[config.mk]
export PLATFORM = sky130hd
export DESIGN_NAME = unix_epoch_to_calendar_date
export DESIGN_NICKNAME = d
export VERILOG_FILES = /design/src/uecd_pkg.sv /design/src/unix_epoch_to_calendar_date.sv
export VERILOG_INCLUDE_DIRS = /design/src /design/src/src
export SDC_FILE = /design/constraint.sdc
export NUM_CORES = 1
export LEC_CHECK = 0
export ABC_AREA = 1
export BUFFER_PORTS_ARGS = -buffer_cell sky130_fd_sc_hd__buf_2
export CAP_MARGIN = 5
export CORE_UTILIZATION = 61
export CTS_BUF_LIST = sky130_fd_sc_hd__clkbuf_16
export DETAILED_ROUTE_END_ITERATION = 7
export GPL_TIMING_DRIVEN = 0
export PLACE_DENSITY_LB_ADDON = 0.15
export SLEW_MARGIN = 20
export SYNTH_ARGS = -nofsm -noshare
export SYNTH_HDL_FRONTEND = slang
export SYNTH_SLANG_ARGS = --single-unit
export TNS_END_PERCENT = 5
[constraint.sdc]
create_clock -name clk -period 19 [get_ports clk]
set_input_delay 1.9 -clock clk [delete_from_list [all_inputs] [get_ports clk]]
set_output_delay 1.9 -clock clk [all_outputs]
set_load 0.01 [all_outputs]
[src/unix_epoch_to_calendar_date_assert.svh]
// assertion macros for the calendar date block
`ifndef UNIX_EPOCH_TO_CALENDAR_DATE_ASSERT_SVH
`define UNIX_EPOCH_TO_CALENDAR_DATE_ASSERT_SVH

// same-cycle implication, sampled on clk, off while in reset
`define UECD_ASSERT_NOW(label, ante, cons) \
    label: assert property (@(posedge clk) disable iff (!rst_n) (ante) |-> (cons)) \
        else $error("calendar date check failed");

// next-cycle implication, sampled on clk, off while in reset
`define UECD_ASSERT_NEXT(label, ante, cons) \
    label: assert property (@(posedge clk) disable iff (!rst_n) (ante) |=> (cons)) \
        else $error("calendar date check failed");

`endif

[src/uecd_pkg.sv]
package uecd_pkg;

    localparam int EPOCH_W  = 32;
    localparam int REM_W    = 17;
    localparam int QUO_W    = 16;
    localparam int DAYS_W   = 16;
    localparam int PC_W     = 4;
    localparam int SCALED_W = 25;
    localparam int RECIP_W  = 26;
    localparam int PROD_W   = SCALED_W + RECIP_W;

    localparam logic [REM_W-1:0]  DAY_SECS  = 17'd86400;
    localparam logic [REM_W-1:0]  HOUR_SECS = 17'd3600;
    localparam logic [REM_W-1:0]  MIN_SECS  = 17'd60;
    localparam logic [11:0]       BASE_YEAR = 12'd1970;
    localparam logic [11:0]       CENTURY_NOLEAP = 12'd2100;

    // reciprocals of the odd parts: 86400 = 128 * 675, 3600 = 16 * 225, 60 = 4 * 15
    localparam logic [RECIP_W-1:0] DAY_RECIP  = 26'd50903317;
    localparam logic [RECIP_W-1:0] HOUR_RECIP = 26'd9321;
    localparam logic [RECIP_W-1:0] MIN_RECIP  = 26'd1093;
    localparam int                 DAY_SHIFT  = 35;
    localparam int                 HOUR_SHIFT = 21;
    localparam int                 MIN_SHIFT  = 14;

    localparam logic [3:0] LAST_MONTH = 4'd11;

    localparam logic [1:0] DIV_DAY  = 2'd0;
    localparam logic [1:0] DIV_HOUR = 2'd1;
    localparam logic [1:0] DIV_MIN  = 2'd2;

    localparam logic [3:0] OP_WAIT  = 4'd0;
    localparam logic [3:0] OP_QUO   = 4'd1;
    localparam logic [3:0] OP_REM   = 4'd2;
    localparam logic [3:0] OP_YEAR  = 4'd3;
    localparam logic [3:0] OP_MONTH = 4'd4;
    localparam logic [3:0] OP_EMIT  = 4'd5;

    localparam logic [PC_W-1:0] PC_WAIT     = 4'd0;
    localparam logic [PC_W-1:0] PC_DAY_QUO  = 4'd1;
    localparam logic [PC_W-1:0] PC_DAY_REM  = 4'd2;
    localparam logic [PC_W-1:0] PC_HOUR_QUO = 4'd3;
    localparam logic [PC_W-1:0] PC_HOUR_REM = 4'd4;
    localparam logic [PC_W-1:0] PC_MIN_QUO  = 4'd5;
    localparam logic [PC_W-1:0] PC_MIN_REM  = 4'd6;
    localparam logic [PC_W-1:0] PC_YEAR     = 4'd7;
    localparam logic [PC_W-1:0] PC_MONTH    = 4'd8;
    localparam logic [PC_W-1:0] PC_EMIT     = 4'd9;

    typedef struct packed {
        logic [3:0]      op;
        logic [1:0]      div_sel;
        logic [PC_W-1:0] next_pc;
    } ctrl_word_t;

    // control store: each step runs until its condition holds, then jumps
    function automatic ctrl_word_t ucode(input logic [PC_W-1:0] pc);
        ctrl_word_t w;
        case (pc)
            PC_WAIT:     w = '{OP_WAIT,  DIV_DAY,  PC_DAY_QUO};
            PC_DAY_QUO:  w = '{OP_QUO,   DIV_DAY,  PC_DAY_REM};
            PC_DAY_REM:  w = '{OP_REM,   DIV_DAY,  PC_HOUR_QUO};
            PC_HOUR_QUO: w = '{OP_QUO,   DIV_HOUR, PC_HOUR_REM};
            PC_HOUR_REM: w = '{OP_REM,   DIV_HOUR, PC_MIN_QUO};
            PC_MIN_QUO:  w = '{OP_QUO,   DIV_MIN,  PC_MIN_REM};
            PC_MIN_REM:  w = '{OP_REM,   DIV_MIN,  PC_YEAR};
            PC_YEAR:     w = '{OP_YEAR,  DIV_DAY,  PC_MONTH};
            PC_MONTH:    w = '{OP_MONTH, DIV_DAY,  PC_EMIT};
            PC_EMIT:     w = '{OP_EMIT,  DIV_DAY,  PC_WAIT};
            default:     w = '{OP_WAIT,  DIV_DAY,  PC_WAIT};
        endcase
        return w;
    endfunction

    // 2000 and 2100 are the only century years the block can reach
    function automatic logic is_leap(input logic [11:0] y);
        return (y[1:0] == 2'b00) && (y != CENTURY_NOLEAP);
    endfunction

    function automatic logic [4:0] month_len(input logic [3:0] m, input logic leap);
        logic [4:0] len;
        case (m)
            4'd0:    len = 5'd31;
            4'd1:    len = leap ? 5'd29 : 5'd28;
            4'd2:    len = 5'd31;
            4'd3:    len = 5'd30;
            4'd4:    len = 5'd31;
            4'd5:    len = 5'd30;
            4'd6:    len = 5'd31;
            4'd7:    len = 5'd31;
            4'd8:    len = 5'd30;
            4'd9:    len = 5'd31;
            4'd10:   len = 5'd30;
            default: len = 5'd31;
        endcase
        return len;
    endfunction

endpackage

[src/unix_epoch_to_calendar_date.sv]
// Converts an unsigned 32-bit Unix time to Gregorian year, month, day and time of day
// (1970-01-01 up to 2106-02-07 06:28:15). One word is worked on at a time under a small
// microcoded sequencer: each split by 86400, 3600 and 60 takes two steps on one shared
// 25 by 26 bit multiplier, a quotient step by reciprocal multiplication and a remainder
// step, then one year length is subtracted per cycle and one month length per cycle.
// A year length is subtracted once for each whole year past 1970 (0 to 136 times) and
// a month length once for each month before the result month (0 to 11 times). The
// result sits in an output register, so the next word is taken while it waits; the
// sequencer only stalls at its last step if the previous result is still there and
// out_ready is low.
`include "unix_epoch_to_calendar_date_assert.svh"

module unix_epoch_to_calendar_date
    import uecd_pkg::*;
(
    input  logic                 clk,
    input  logic                 rst_n,
    input  logic                 in_valid,
    output logic                 in_ready,
    input  logic [EPOCH_W-1:0]   epoch_seconds,
    output logic                 out_valid,
    input  logic                 out_ready,
    output logic [11:0]          year,
    output logic [3:0]           month,
    output logic [4:0]           day,
    output logic [4:0]           hour,
    output logic [5:0]           minute,
    output logic [5:0]           second
);

    logic [PC_W-1:0]    pc_reg, pc_next;
    logic               out_valid_reg, out_valid_next;

    logic [EPOCH_W-1:0] num_reg, num_next;
    logic [REM_W-1:0]   rem_reg, rem_next;
    logic [QUO_W-1:0]   quo_reg, quo_next;
    logic [DAYS_W-1:0]  days_reg, days_next;
    logic [11:0]        cur_year_reg, cur_year_next;
    logic [3:0]         cur_month_reg, cur_month_next;
    logic [4:0]         hour_reg, hour_next;

    logic [11:0]        out_year_reg, out_year_next;
    logic [3:0]         out_month_reg, out_month_next;
    logic [4:0]         out_day_reg, out_day_next;
    logic [4:0]         out_hour_reg, out_hour_next;
    logic [5:0]         out_minute_reg, out_minute_next;
    logic [5:0]         out_second_reg, out_second_next;

    ctrl_word_t         ctrl;
    logic [REM_W-1:0]   divisor;
    logic [RECIP_W-1:0] recip;
    logic [SCALED_W-1:0] scaled;
    logic [REM_W-1:0]   rem_src;
    logic [SCALED_W-1:0] mul_a;
    logic [RECIP_W-1:0] mul_b;
    logic [PROD_W-1:0]  mul_p;
    logic [QUO_W-1:0]   quo_val;
    logic [REM_W-1:0]   rem_val;
    logic               leap;
    logic [8:0]         year_len;
    logic [4:0]         mon_len;
    logic               out_free;

    assign ctrl = ucode(pc_reg);

    always_comb
    begin
        case (ctrl.div_sel)
            DIV_HOUR:
            begin
                divisor = HOUR_SECS;
                recip   = HOUR_RECIP;
                scaled  = {12'b0, rem_reg[REM_W-1:4]};
                rem_src = rem_reg;
            end
            DIV_MIN:
            begin
                divisor = MIN_SECS;
                recip   = MIN_RECIP;
                scaled  = {15'b0, rem_reg[11:2]};
                rem_src = rem_reg;
            end
            default:
            begin
                divisor = DAY_SECS;
                recip   = DAY_RECIP;
                scaled  = num_reg[EPOCH_W-1:EPOCH_W-SCALED_W];
                rem_src = num_reg[REM_W-1:0];
            end
        endcase
    end

    // quotient step multiplies by the reciprocal, remainder step by the divisor
    assign mul_a   = (ctrl.op == OP_REM) ? {9'b0, quo_reg} : scaled;
    assign mul_b   = (ctrl.op == OP_REM) ? {9'b0, divisor} : recip;
    assign mul_p   = {{RECIP_W{1'b0}}, mul_a} * {{SCALED_W{1'b0}}, mul_b};
    assign rem_val = rem_src - mul_p[REM_W-1:0];

    always_comb
    begin
        case (ctrl.div_sel)
            DIV_HOUR: quo_val = mul_p[HOUR_SHIFT +: QUO_W];
            DIV_MIN:  quo_val = mul_p[MIN_SHIFT +: QUO_W];
            default:  quo_val = mul_p[DAY_SHIFT +: QUO_W];
        endcase
    end

    assign leap     = is_leap(cur_year_reg);
    assign year_len = leap ? 9'd366 : 9'd365;
    assign mon_len  = month_len(cur_month_reg, leap);
    assign out_free = !out_valid_reg || out_ready;

    always_comb
    begin
        pc_next         = pc_reg;
        out_valid_next  = out_valid_reg && !out_ready;
        num_next        = num_reg;
        rem_next        = rem_reg;
        quo_next        = quo_reg;
        days_next       = days_reg;
        cur_year_next   = cur_year_reg;
        cur_month_next  = cur_month_reg;
        hour_next       = hour_reg;
        out_year_next   = out_year_reg;
        out_month_next  = out_month_reg;
        out_day_next    = out_day_reg;
        out_hour_next   = out_hour_reg;
        out_minute_next = out_minute_reg;
        out_second_next = out_second_reg;

        case (ctrl.op)
            OP_WAIT:
            begin
                if (in_valid)
                begin
                    num_next       = epoch_seconds;
                    cur_year_next  = BASE_YEAR;
                    cur_month_next = '0;
                    pc_next        = ctrl.next_pc;
                end
            end
            OP_QUO:
            begin
                quo_next = quo_val;
                pc_next  = ctrl.next_pc;
            end
            OP_REM:
            begin
                rem_next = rem_val;
                if (ctrl.div_sel == DIV_DAY)
                begin
                    days_next = quo_reg;
                end
                if (ctrl.div_sel == DIV_HOUR)
                begin
                    hour_next = quo_reg[4:0];
                end
                pc_next = ctrl.next_pc;
            end
            OP_YEAR:
            begin
                if (days_reg < {7'b0, year_len})
                begin
                    pc_next = ctrl.next_pc;
                end
                else
                begin
                    days_next     = days_reg - {7'b0, year_len};
                    cur_year_next = cur_year_reg + 12'd1;
                end
            end
            OP_MONTH:
            begin
                if ((cur_month_reg == LAST_MONTH) || (days_reg < {11'b0, mon_len}))
                begin
                    pc_next = ctrl.next_pc;
                end
                else
                begin
                    days_next      = days_reg - {11'b0, mon_len};
                    cur_month_next = cur_month_reg + 4'd1;
                end
            end
            OP_EMIT:
            begin
                if (out_free)
                begin
                    out_year_next   = cur_year_reg;
                    out_month_next  = cur_month_reg + 4'd1;
                    out_day_next    = days_reg[4:0] + 5'd1;
                    out_hour_next   = hour_reg;
                    out_minute_next = quo_reg[5:0];
                    out_second_next = rem_reg[5:0];
                    out_valid_next  = 1'b1;
                    pc_next         = ctrl.next_pc;
                end
            end
            default:
            begin
                pc_next = PC_WAIT;
            end
        endcase
    end

    always_ff @(posedge clk or negedge rst_n)
    begin
        if (!rst_n)
        begin
            pc_reg        <= PC_WAIT;
            out_valid_reg <= 1'b0;
        end
        else
        begin
            pc_reg        <= pc_next;
            out_valid_reg <= out_valid_next;
        end
    end

    always_ff @(posedge clk)
    begin
        num_reg        <= num_next;
        rem_reg        <= rem_next;
        quo_reg        <= quo_next;
        days_reg       <= days_next;
        cur_year_reg   <= cur_year_next;
        cur_month_reg  <= cur_month_next;
        hour_reg       <= hour_next;
        out_year_reg   <= out_year_next;
        out_month_reg  <= out_month_next;
        out_day_reg    <= out_day_next;
        out_hour_reg   <= out_hour_next;
        out_minute_reg <= out_minute_next;
        out_second_reg <= out_second_next;
    end

    assign in_ready  = (pc_reg == PC_WAIT);
    assign out_valid = out_valid_reg;
    assign year      = out_year_reg;
    assign month     = out_month_reg;
    assign day       = out_day_reg;
    assign hour      = out_hour_reg;
    assign minute    = out_minute_reg;
    assign second    = out_second_reg;

    `UECD_ASSERT_NEXT(a_accept_starts_divide, in_valid && in_ready, pc_reg == PC_DAY_QUO)
    `UECD_ASSERT_NOW(a_rem_below_divisor, ctrl.op == OP_REM, rem_val < divisor)
    `UECD_ASSERT_NOW(a_day_in_range, pc_reg == PC_EMIT, days_reg < 16'd31)
    `UECD_ASSERT_NOW(a_month_in_range, pc_reg == PC_EMIT, cur_month_reg <= LAST_MONTH)
    `UECD_ASSERT_NEXT(a_emit_fills_output, (pc_reg == PC_EMIT) && out_free, out_valid_reg)

endmodule

Word-level counts from Yosys, hierarchy flattened
Memories as Yosys holds them, arrays and structs flattened.
Index checks and enable logic that the tools add are counted.
- divide/modulo/power cells: 0
- $lt $le $gt $ge: 2
- reductions and logical operators: 23
- shift operators: 0
- bitwise logic cells: 0
- eq/ne operators: 21
- multiply operators: 1
- multiplexer cells: 27
- add/subtract/negate cells: 6
- operator list (kind ; number):
    $pmux 26 s2 ; 1
    $mul 25x26->51 ; 1
    $pmux 25 s2 ; 1
    $mux 16 ; 3
    $pmux 16 s3 ; 1
    $pmux 17 s2 ; 1
    $pmux 16 s2 ; 1
    $mux 26 ; 1
    $mux 25 ; 1
    $mux 12 ; 2
    $mux 4 ; 6
    $pmux 12 s2 ; 1
    $pmux 4 s5 ; 1
    $mux 17 ; 1
    $sub 17x17->17 ; 1
    $lt 16x5->1 ; 1
    $lt 16x9->1 ; 1
    $sub 16x5->16 ; 1
    $sub 16x9->16 ; 1
    $add 12x1->12 const B ; 1
    $eq 4x2->1 const B ; 3
    $eq 4x3->1 const B ; 3
    $eq 4x4->1 const B ; 3
    $ne 12x12->1 const B ; 1
    23 further kinds ; 42
- word-level logic and storage cells: 96
- flip-flop bits (word level): 145
- memories: 1
- RAM bits: 0
- output and inout bits: 40
- bits in latches: 0
- memory bits (read-only): 144
- memory list (memory ; words ; bits a word ; read ports ; clocked after memory_dff ; wr ports ; line ; RTL):
    (no name shown) ; 16 ; 9 ; 1 ; 0 ; 0 ; uecd_pkg.sv:59 ; case (pc)

Logic depth before layout (Yosys ltp)
Gate-level depths: netlist of run 1.
- depth in word-level cells: 8
- gate-level depth with buffers: 45
- mapped depth without buffers: 44

Worst setup path before layout of run 1
Ideal clock, no wire load.
- kind: reg2reg
- start: register pc_reg[0]
- end: register rem_reg[15], data pin
- setup slack: 10.762 ns
- cell stages (with the launch flop): 37
- clock period less this slack: 8.238 ns
- arrival time: 7.981 ns
- data required time: 18.742 ns
- cells stage by stage: dfrtp_1 > inv_1 > ha_1 > nand2_1 > nor2_1 > inv_1 > ha_1 > buf_2 > clkinv_1 > buf_2 > buf_1 > ha_1 > clkbuf_1 > nand2_1 > fa_1 > fa_1 > fa_1 > inv_1 > ha_1 > fa_1 > fa_1 > inv_1 > fa_1 > inv_1 > ha_1 > nand2_1 > inv_1 > nand2_1 > nand2_1 > nand3b_1 > xnor2_1 > ha_1 > inv_1 > nor3_1 > o21ai_0 > nand3_1 > xor2_1
- longest elaborated chain between the ends: 6
- elaborated cells on any way between the ends: 13
- ends and longest elaborated chain (what ; line ; RTL):
    from (decl) ; unix_epoch_to_calendar_date.sv:31 ; logic [PC_W-1:0] pc_reg, pc_next;
    from (signal assigned) ; unix_epoch_to_calendar_date.sv:214 ; pc_reg <= pc_next;
    $mem_v2 16x9 * ; n/a ;
    $eq 2x2->1 or $eq 2x1->1 (tied branches) ; unix_epoch_to_calendar_date.sv:68 ; case (ctrl.div_sel)
    $pmux 25 s2 (tied with other cells) ; unix_epoch_to_calendar_date.sv:68 ;
    $mux 25 or $mux 26 (tied branches) ; unix_epoch_to_calendar_date.sv:94, unix_epoch_to_calendar_date.sv:95 ;
    $mul 25x26->51 ; unix_epoch_to_calendar_date.sv:96 ; assign mul_p = {{RECIP_W{1'b0}}, mul_a} * {{SCALED_W{1'b0}}, mul_b};
    $sub 17x17->17 * ; unix_epoch_to_calendar_date.sv:97 ; assign rem_val = rem_src - mul_p[REM_W-1:0];
    via rem_val[15] ; unix_epoch_to_calendar_date.sv:58 ; logic [REM_W-1:0] rem_val;
    to (signal assigned) ; unix_epoch_to_calendar_date.sv:222 ; rem_reg <= rem_next;
    to (decl) ; unix_epoch_to_calendar_date.sv:35 ; logic [REM_W-1:0] rem_reg, rem_next;
The timed path passes the listed nets; every way through them passes the cells marked *.
A chain may end at the register's enable or synchronous reset.

Worst setup path after layout of run 1
Same ends and word-level chain as after synthesis.

==> summary by stage, run 1 <==
Floorplanning
The die outline width is 205 um. The count of boundary I/O pins is 76. The area of the die is 42,100 um^2. The total area inside the core boundary comes to 40,700 um^2. Row generation in the floorplan step produced 74 rows. The starting density of the core is 61.8%. The die is 205 um tall.

Timing
The minimum clock period is 11.15 ns. Derived from the worst setup path, the maximum achievable clock frequency is 89.7 MHz. Setup violations remaining at the end of the flow were counted as 0.

The total negative slack for setup checks is 0 ns. The worst relative slew slack is 26.7%. The count of final max-slew check failures is 0.

The final-report hold violation count is 0. Setup repair after global routing left no endpoint under its margin. The worst clock skew on the final layout is 0.0262 ns. Across all setup checks in the final design, the least slack found is 7.85 ns. The final cycle utilization of the critical path is 58.7%.

The slew at the pin closest to its max-slew limit is 1.10 ns.

Global routing
The routing layer with the top usage in global route is met2. Global routing used 8.63% of the available met3 tracks. The fraction of met1 tracks used by global routing is 53.5%. The via count of the first global-routing pass is 20.7k. The first global-routing pass estimated 118,000 um of wire.

The pin count of the biggest net entering global routing is 33. The global-route usage over all layers is 38.3%. Summed over all layers, the global routing overflow is 0. For this run, global-route usage on met2 was measured as 59.0%. The initial antenna violation count is 0.

Clock network
The clock passes through at most 2 buffers. The clock tree synthesis step divided the H-tree into 4 levels. In this run the post-CTS setup repair buffer count came out at 0. The number of buffers added to fix hold violations after cts is 0. TritonCTS built the clock tree.

The CTS root buffer is clkbuf_16. Clock-pin slew was measured on the worst setup and hold paths at 0.09 ns. The tree built by TritonCTS fans out to 145 sinks. The number of resized instances in the post-cts repair step is 0. The number of clock buffers added by TritonCTS is 17. The clock insertion delay at the later pin of the skew report is 0.47 ns.

Synthesis
The synthesized netlist occupies a cell area of 25,200 um^2. Sorting the synthesized cells by area gives the leading types as fa_1 (30%), edfxtp_1 (17%), ha_1 (14%). The area share of the largest cell type after synthesis is 30.3%.

The Yosys warning count is 0. The synthesized design contains 140 enable-type register cells. The proportion of synthesized chip area in sequential cells is 17.2%.

In the synthesized netlist, the number of instances is 3,089. The prevailing post-synth register cell is edfxtp_1. The synthesized netlist devotes 44.6% of its cell area to adder and majority cells. The count of different cell masters after synthesis is 50.

The portion of synthesized area spent on multiplexers is 0.0397%. The number of register bits inferred by synthesis is 145. Dividing the synthesized area by the synthesized cell count gives 8.16 um^2. The post-synthesis compound-gate area fraction is 5.01%. The dominant combinational cell family by area after synthesis is adder cells.

After Yosys synthesis, and, or, nand and nor cells account for 18.0% of the synthesized area. After Yosys synthesis, XOR and XNOR cells account for 1.25% of the synthesized area. The fraction of registers with async set/reset is 3.45%. Of all cell types, the one taking the most synthesized area is fa_1.

Worst setup path
The maximum fanout along the worst path is 10. For the worst setup path, the data required time is 19.22 ns. The slowest cell on the critical path is buf_1. The cell depth of the worst flop-to-flop path is 36.

The startpoint-to-endpoint class of the critical path is reg2reg. Counting both buffers and inverters, the worst setup path holds a total of 12. By instance count, the cell type seen most on the critical path is inv_1. The endpoint class of the critical path is a flip-flop. Data arrives at the worst endpoint at 11.37 ns. STA classifies the critical path startpoint as a flip-flop. The critical path runs through a total of 36 cells.

The delay contributed by the slowest stage of the critical path is 0.86 ns. The critical path's top delay family is adder cells.

Detailed routing
The number of design rule violations left after detail routing is 0. The number of detailed-routing iterations run before antenna repair is 8. The routed via count divided by cell count is 5.53.

The final route contains 20.7k vias. The final wirelength is 76,800 um. For this block, the initial DRC count from the detailed router was 2,100.

After detailed routing, the average wire length per cell comes to 20.5 um. The detail route stage leaves a number of antenna-violating nets equal to 0.

Job
The count of max-cap constraint violations is 0.

Place
The worst setup slack before clock tree synthesis is 8.11 ns. Detailed placement ended at an HPWL of 65,800 um. The count of buffers added on input and output ports is 75. Routability-driven placement finished with a final weighted congestion of 1.05.

Cells and area
The register with the most flip-flops in the layout has 32 of them. The most common library cell in the layout ignoring fill and taps is inv_1. The total inserted antenna cells is 0.

The area growth from synthesis to layout is 7.07%. In the final design database the tool counted 3,908 nets. The library cells used most frequently in the layout, excluding fill and tap cells, are inv_1 (860), nand2_1 (604), fa_1 (381).

The fraction of final layout cells sized beyond drive strength 1 is 5.57%. Fill cells in the final layout number 3,544.

Min path
The min-delay analysis places its worst path in the category reg2reg. The worst hold path cell count is 0.

Run status
The run finished with clean final reports.
cell families (layout without fill, tap and decap cells):
family / Yosys count / after routing
simple gates: 1118 / 1118
buf+inv: 913 / 1023
mux: 1 / 1
compound gates: 204 / 204
fa+ha+maj: 670 / 670
flops: 145 / 145
xor+xnor: 36 / 36
other cells: 2 / 18
per-layer routing:
| layer | vias up | wire (um) |
|---|---|---|
| li1 | 9478 | - |
| met5 | - | 0 |
| met1 | 10048 | 31600 |
| met4 | 0 | 2410 |
| met3 | 136 | 7970 |
| met2 | 1062 | 34800 |
through the flow:
step | instances | hold WS [ns] | instance area [um^2] | util (%)
2_1_floorplan | 3105 | 0.400 | 25300 | -
3_3_place_gp | 3712 | 0.403 | 26300 | 64.5
3_5_place_dp | 3715 | 0.405 | 26400 | 64.7
4_1_cts | 3747 | 0.420 | 27000 | 66.2
5_1_grt | 3747 | 0.431 | 27000 | 66.2
6_report | 3747 | 0.421 | 27000 | 66.2
synthesized netlist by cell type, types with 4 or more instances:
cell type	instances
inv_1	861
nand2_1	604
fa_1	381
nor2_1	315
ha_1	289
edfxtp_1	140
nand3_1	122
a21oi_1	90
o21ai_0	52
nor3_1	27
xor2_1	23
clkbuf_1	17
nand4_1	13
xnor2_1	13
nand3b_1	12
inv_2	11
o21bai_1	11
buf_2	10
a21oi_2	8
o211ai_1	8
a211oi_2	6
nand2_2	6
a31oi_1	5
buf_1	5
dfrtp_1	5
or2_2	5
a21boi_0	4
a21oi_4	4
area by class of cell:
| type | count | area [um^2] | share of cell area (%) |
|---|---|---|---|
| plain buffers | 39 | 204 | 0.756 |
| clock inverters | 15 | 178 | 0.659 |
| repair buffers | 78 | 429 | 1.59 |
| inverters | 874 | 3280 | 12.2 |
| flip-flops and latches | 145 | 4330 | 16.1 |
| well taps | 532 | 666 | 2.47 |
| multi-input cells | 2047 | 17500 | 64.7 |
| clock buffers | 17 | 425 | 1.58 |
final timing paths:
path | startpoint | endpoint | slack (ns)
max | pc_reg[0] | rem_reg[15] | 7.85
min | hour_reg[1] | hour[1] | 0.42
max reg2reg | pc_reg[0] | rem_reg[15] | 7.85
min reg2reg | hour_reg[1] | hour[1] | 0.42
max in group asynchronous | rst_n | pc_reg[2] | 17.58
min in group asynchronous | rst_n | pc_reg[0] | 1.24
Power of run 1 is left out: the tool's default activity adds up to more than one toggle a clock period on the data nets, which glitch-free logic cannot reach.
==> run 2, diff against run 1 <==
--- a/config.mk
+++ b/config.mk
@@ -6,7 +6,7 @@
 export SDC_FILE = /design/constraint.sdc
 export NUM_CORES = 1
 export LEC_CHECK = 0
-export ABC_AREA = 1
+export ABC_AREA = 0
 export BUFFER_PORTS_ARGS = -buffer_cell sky130_fd_sc_hd__buf_2
 export CAP_MARGIN = 5
 export CORE_UTILIZATION = 61
==> constraint.sdc (replaced) <==
create_clock -name clk -period 11 [get_ports clk]
set_input_delay 1.1 -clock clk [delete_from_list [all_inputs] [get_ports clk]]
set_output_delay 1.1 -clock clk [all_outputs]
set_load 0.01 [all_outputs]
==> run 2 against run 1 <==
  * Highest routed layer unchanged
  * Critical endpoint is now quo_reg[11]
  * Wire length fell by 7.5%
  * Synthesized area fell by 4.5%
  * Synthesized cell count fell by 19%
==> summary by stage, run 2 <==
Pwr
In this run, the clock network consumes 32.2% of the power. In this run the power spent charging and discharging nets is 0.750 mW. The power consumption is 1.98 mW.

The net switching share of the total power is 37.8%. Dividing total power by cell area gives a power density of 76.3 nW/um^2. In this run, the combinational gates consume 37.2% of the power. The share of total power dissipated in sequential elements is 30.6%.

The cell internal power dissipation is 1.23 mW. The leakage power summed over all cells is 13.3 nW. VDD sags by at most 125 uV.

Clock network
The number of buffers between clock root and the deepest sink is 2. Clock tree synthesis inserted a total of 17 buffers. The H-tree was split into 4 levels. In this run, post-CTS hold repair placed 0 buffers.

At the later pin of the worst-skew pair, clock insertion delay measures 0.48 ns. The total number of clock tree sinks is 145. The root buffer cell chosen for the clock tree is clkbuf_16. The post-CTS clock slew at the launch and capture registers of the worst setup and hold paths is 0.09 ns.

TritonCTS built the clock tree.

Worst setup path
The worst endpoint required time is 11.25 ns. The cell family contributing the most delay on the critical path is adder cells. The kind of start point of the critical path is a flip-flop. The internal reg-to-reg setup slack is 0.23 ns. The launching point of the worst reg2reg path is pc_reg[1]. The worst setup path is of the reg2reg kind. The critical path contains buffers and inverters numbering 11 combined.

Along the worst path, the maximum fanout reaches 10. On the critical path, the stage with the largest delay is an instance of a21oi_1. The worst setup path is captured at a flip-flop. In this run the worst setup path begins at pc_reg[1]. The data arrival time of the worst path is 11.02 ns. The delay contributed by the slowest stage of the critical path is 0.96 ns. Among the stages of the critical path, the cell type that occurs most often is inv_1.

Timing
The count of final max-slew check failures came to 0. After layout, the worst setup slack is 0.234 ns. The worst relative slew slack is 15.6%. The worst clock skew on the final layout is 0.0242 ns.

The slew at the pin closest to its max-slew limit is 1.26 ns. Setup violations remaining at the end of the flow were counted as 0. The final cycle utilization of the critical path is 97.9%.

The worst path needs 10.77 ns of the cycle, external delays included. Static timing analysis puts the maximum clock frequency at 92.9 MHz. The final-report hold violation count was 0. The total negative slack for setup checks is 0 ns.

Cells and area
The library cells used most frequently in the layout, excluding fill and tap cells, are inv_1 (614), fa_1 (381), ha_1 (287). The fraction of final layout cells sized beyond drive strength 1 is 7.27%. The register with the most flip-flops in the layout has 32 of them. The most common library cell in the layout ignoring fill and taps is inv_1. From synthesis to final layout, the design area changed by 8.06%. The total inserted antenna cells is 0.

At the end of the flow the core is filled with cells to 67.1%. The count of nets after finishing is 3,333.

Global routing
Global routing used 36.7% of the available tracks. The first global-routing pass estimated 109,000 um of wire. The initial antenna violation count came to 0. The via count of the first global-routing pass is 18.7k. The pin count of the biggest net entering global routing is 28.

The remaining global-route overflow is 0.

Min path
The kind of path behind the tightest hold check is in2async.

Synthesis
The count of different cell masters after synthesis is 70. The cell count after synthesis came out at 2,508. The synthesized netlist occupies a cell area of 24,100 um^2. The cell type with the highest aggregate area in the netlist is fa_1. For this run, the register share of the synthesized area comes to 18.0%.

The average footprint of a synthesized cell is 9.59 um^2. The Yosys warning count is 0. In the synthesized netlist the dominant register cell turns out to be edfxtp_1. After synthesis, the cell types taking the most area are fa_1 (32%), edfxtp_1 (17%), ha_1 (15%). The fraction of registers with async set/reset is 3.45%.

Sorting the synthesized cells by how often they occur yields inv_1 (616), fa_1 (381), ha_1 (289), nand2_1 (189), edfxtp_1 (140). After synthesis the netlist holds a flip-flop and latch count of 145. After synthesis, the largest area contributor takes up 31.7% of total cell area.

Counting flops with a built-in enable in the synthesized netlist gives 140. The most instantiated library cell after synthesis is inv_1.

Floorplanning
The number of core rows is 72. The chip height is 201 um. The region available for standard cell placement spans 38,700 um^2.

The starting density of the core is 62.1%. The count of boundary I/O pins is 76. The die covers 40,200 um^2. The die outline width is 201 um.

Detailed routing
In this run, the number of DRC markers left after iteration 0 of detailed routing was 1,945. The count of nets left with antenna violations once routing finished came out at 0. The number of vias after detailed routing is 18.4k.

In the routed design, unresolved DRC markers number 0. Wires add up to 71,000 um. The routed via count divided by cell count is 5.82. The wire length per cell after detailed routing is 22.5 um. The number of detailed-routing iterations run before antenna repair is 8.

Place
At the placement stage, the worst setup path has a slack of -1.51 ns. The final RePlAce weighted congestion is 1.03. The count of buffers added on input and output ports is 75. The wire-length estimate of the detail-placed layout is 60,100 um.

Run status
The run finished with clean final reports.

Job
The tool flagged a number of max-cap violations equal to 0.
-- run 2: changes by cell type after synthesis, moves of 18 or more --
cell	change
a221o_1	+18
xnor2_1	+28
nand3_1	-99
a21o_1	+45
nor2b_1	+19
nand2_1	-415
nor2_1	-189
clkbuf_1	+54
inv_1	-245
and3_1	+43
nand2b_1	+23
and2_1	+51
-- run 2: cell type report --
type | count | area, um^2
clock inverters | 15 | 173
multi-input cells | 1685 | 17300
well taps | 518 | 648
plain buffers | 76 | 324
flip-flops and latches | 145 | 4330
fillers | 3162 | 12700
clock buffers | 17 | 425
repair buffers | 84 | 498
inverters | 618 | 2320
-- run 2: through the flow --
step | instances | instance area (um^2) | hold slack (ns)
3_5_place_dp | 3122 | 25300 | 0.409
3_3_place_gp | 3117 | 25100 | 0.403
5_1_grt | 3158 | 26000 | 0.427
4_1_cts | 3154 | 25900 | 0.412
2_1_floorplan | 2524 | 24100 | 0.400
6_report | 3158 | 26000 | 0.426
-- run 2: timing repair --
action	CTS	global route
resized for setup	18	33
buffers inserted	0	4
endpoints found under the setup margin	19	15
cloned	0	0
pin swaps	0	2
hold endpoints to repair	0	0
-- run 2: metal layers --
| layer | share of wire [%] | vias up | global-route usage, % |
|---|---|---|---|
| met1 | 43 | 9137 | 52.3 |
| met3 | 11 | 119 | 10.6 |
| met4 | 3.5 | 0 | 12.8 |
| li1 | - | 8235 | - |
| met2 | 43 | 903 | 53.8 |
| met5 | 0 | - | 0 |
-- run 2: path summary, 6_finish.rpt --
| path | to | depth (start not counted) |
|---|---|---|
| hold reg to reg | hour[2] | 0 |
| setup reg to reg | quo_reg[11] | 33 |
| setup / recovery | quo_reg[11] | 33 |
| max in group asynchronous | out_valid | 1 |
| min in group clk | hour[2] | 0 |
| hold / removal | pc_reg[3] | 1 |
-- run 2: logic make-up (layout without fill, tap and decap cells) --
| kind of cell | after synthesis | after routing | share of synthesized area (%) |
|---|---|---|---|
| other | 2 | 18 | 0.0312 |
| adder cells (fa/ha/maj) | 670 | 670 | 46.7 |
| multiplexers | 22 | 22 | 0.999 |
| flip-flops | 145 | 145 | 18.0 |
| AO/OA/AOI/OAI | 353 | 353 | 9.74 |
| XOR/XNOR | 71 | 71 | 2.59 |
| buffers and inverters | 694 | 810 | 10.8 |
| AND/OR/NAND/NOR | 551 | 551 | 11.1 |
-- run 2: power groups by stage --
stage	Clock (mW)	Sequential, mW	Combinational, mW
3_5_place_dp	0	0.619	0.707
4_1_cts	0.645	0.607	0.713
5_1_grt	0.657	0.606	0.804
3_3_place_gp	0	0.619	0.700
2_1_floorplan	0	0.619	0.515
6_report	0.639	0.607	0.738
Note: power is estimated with default switching activity, not from simulation.
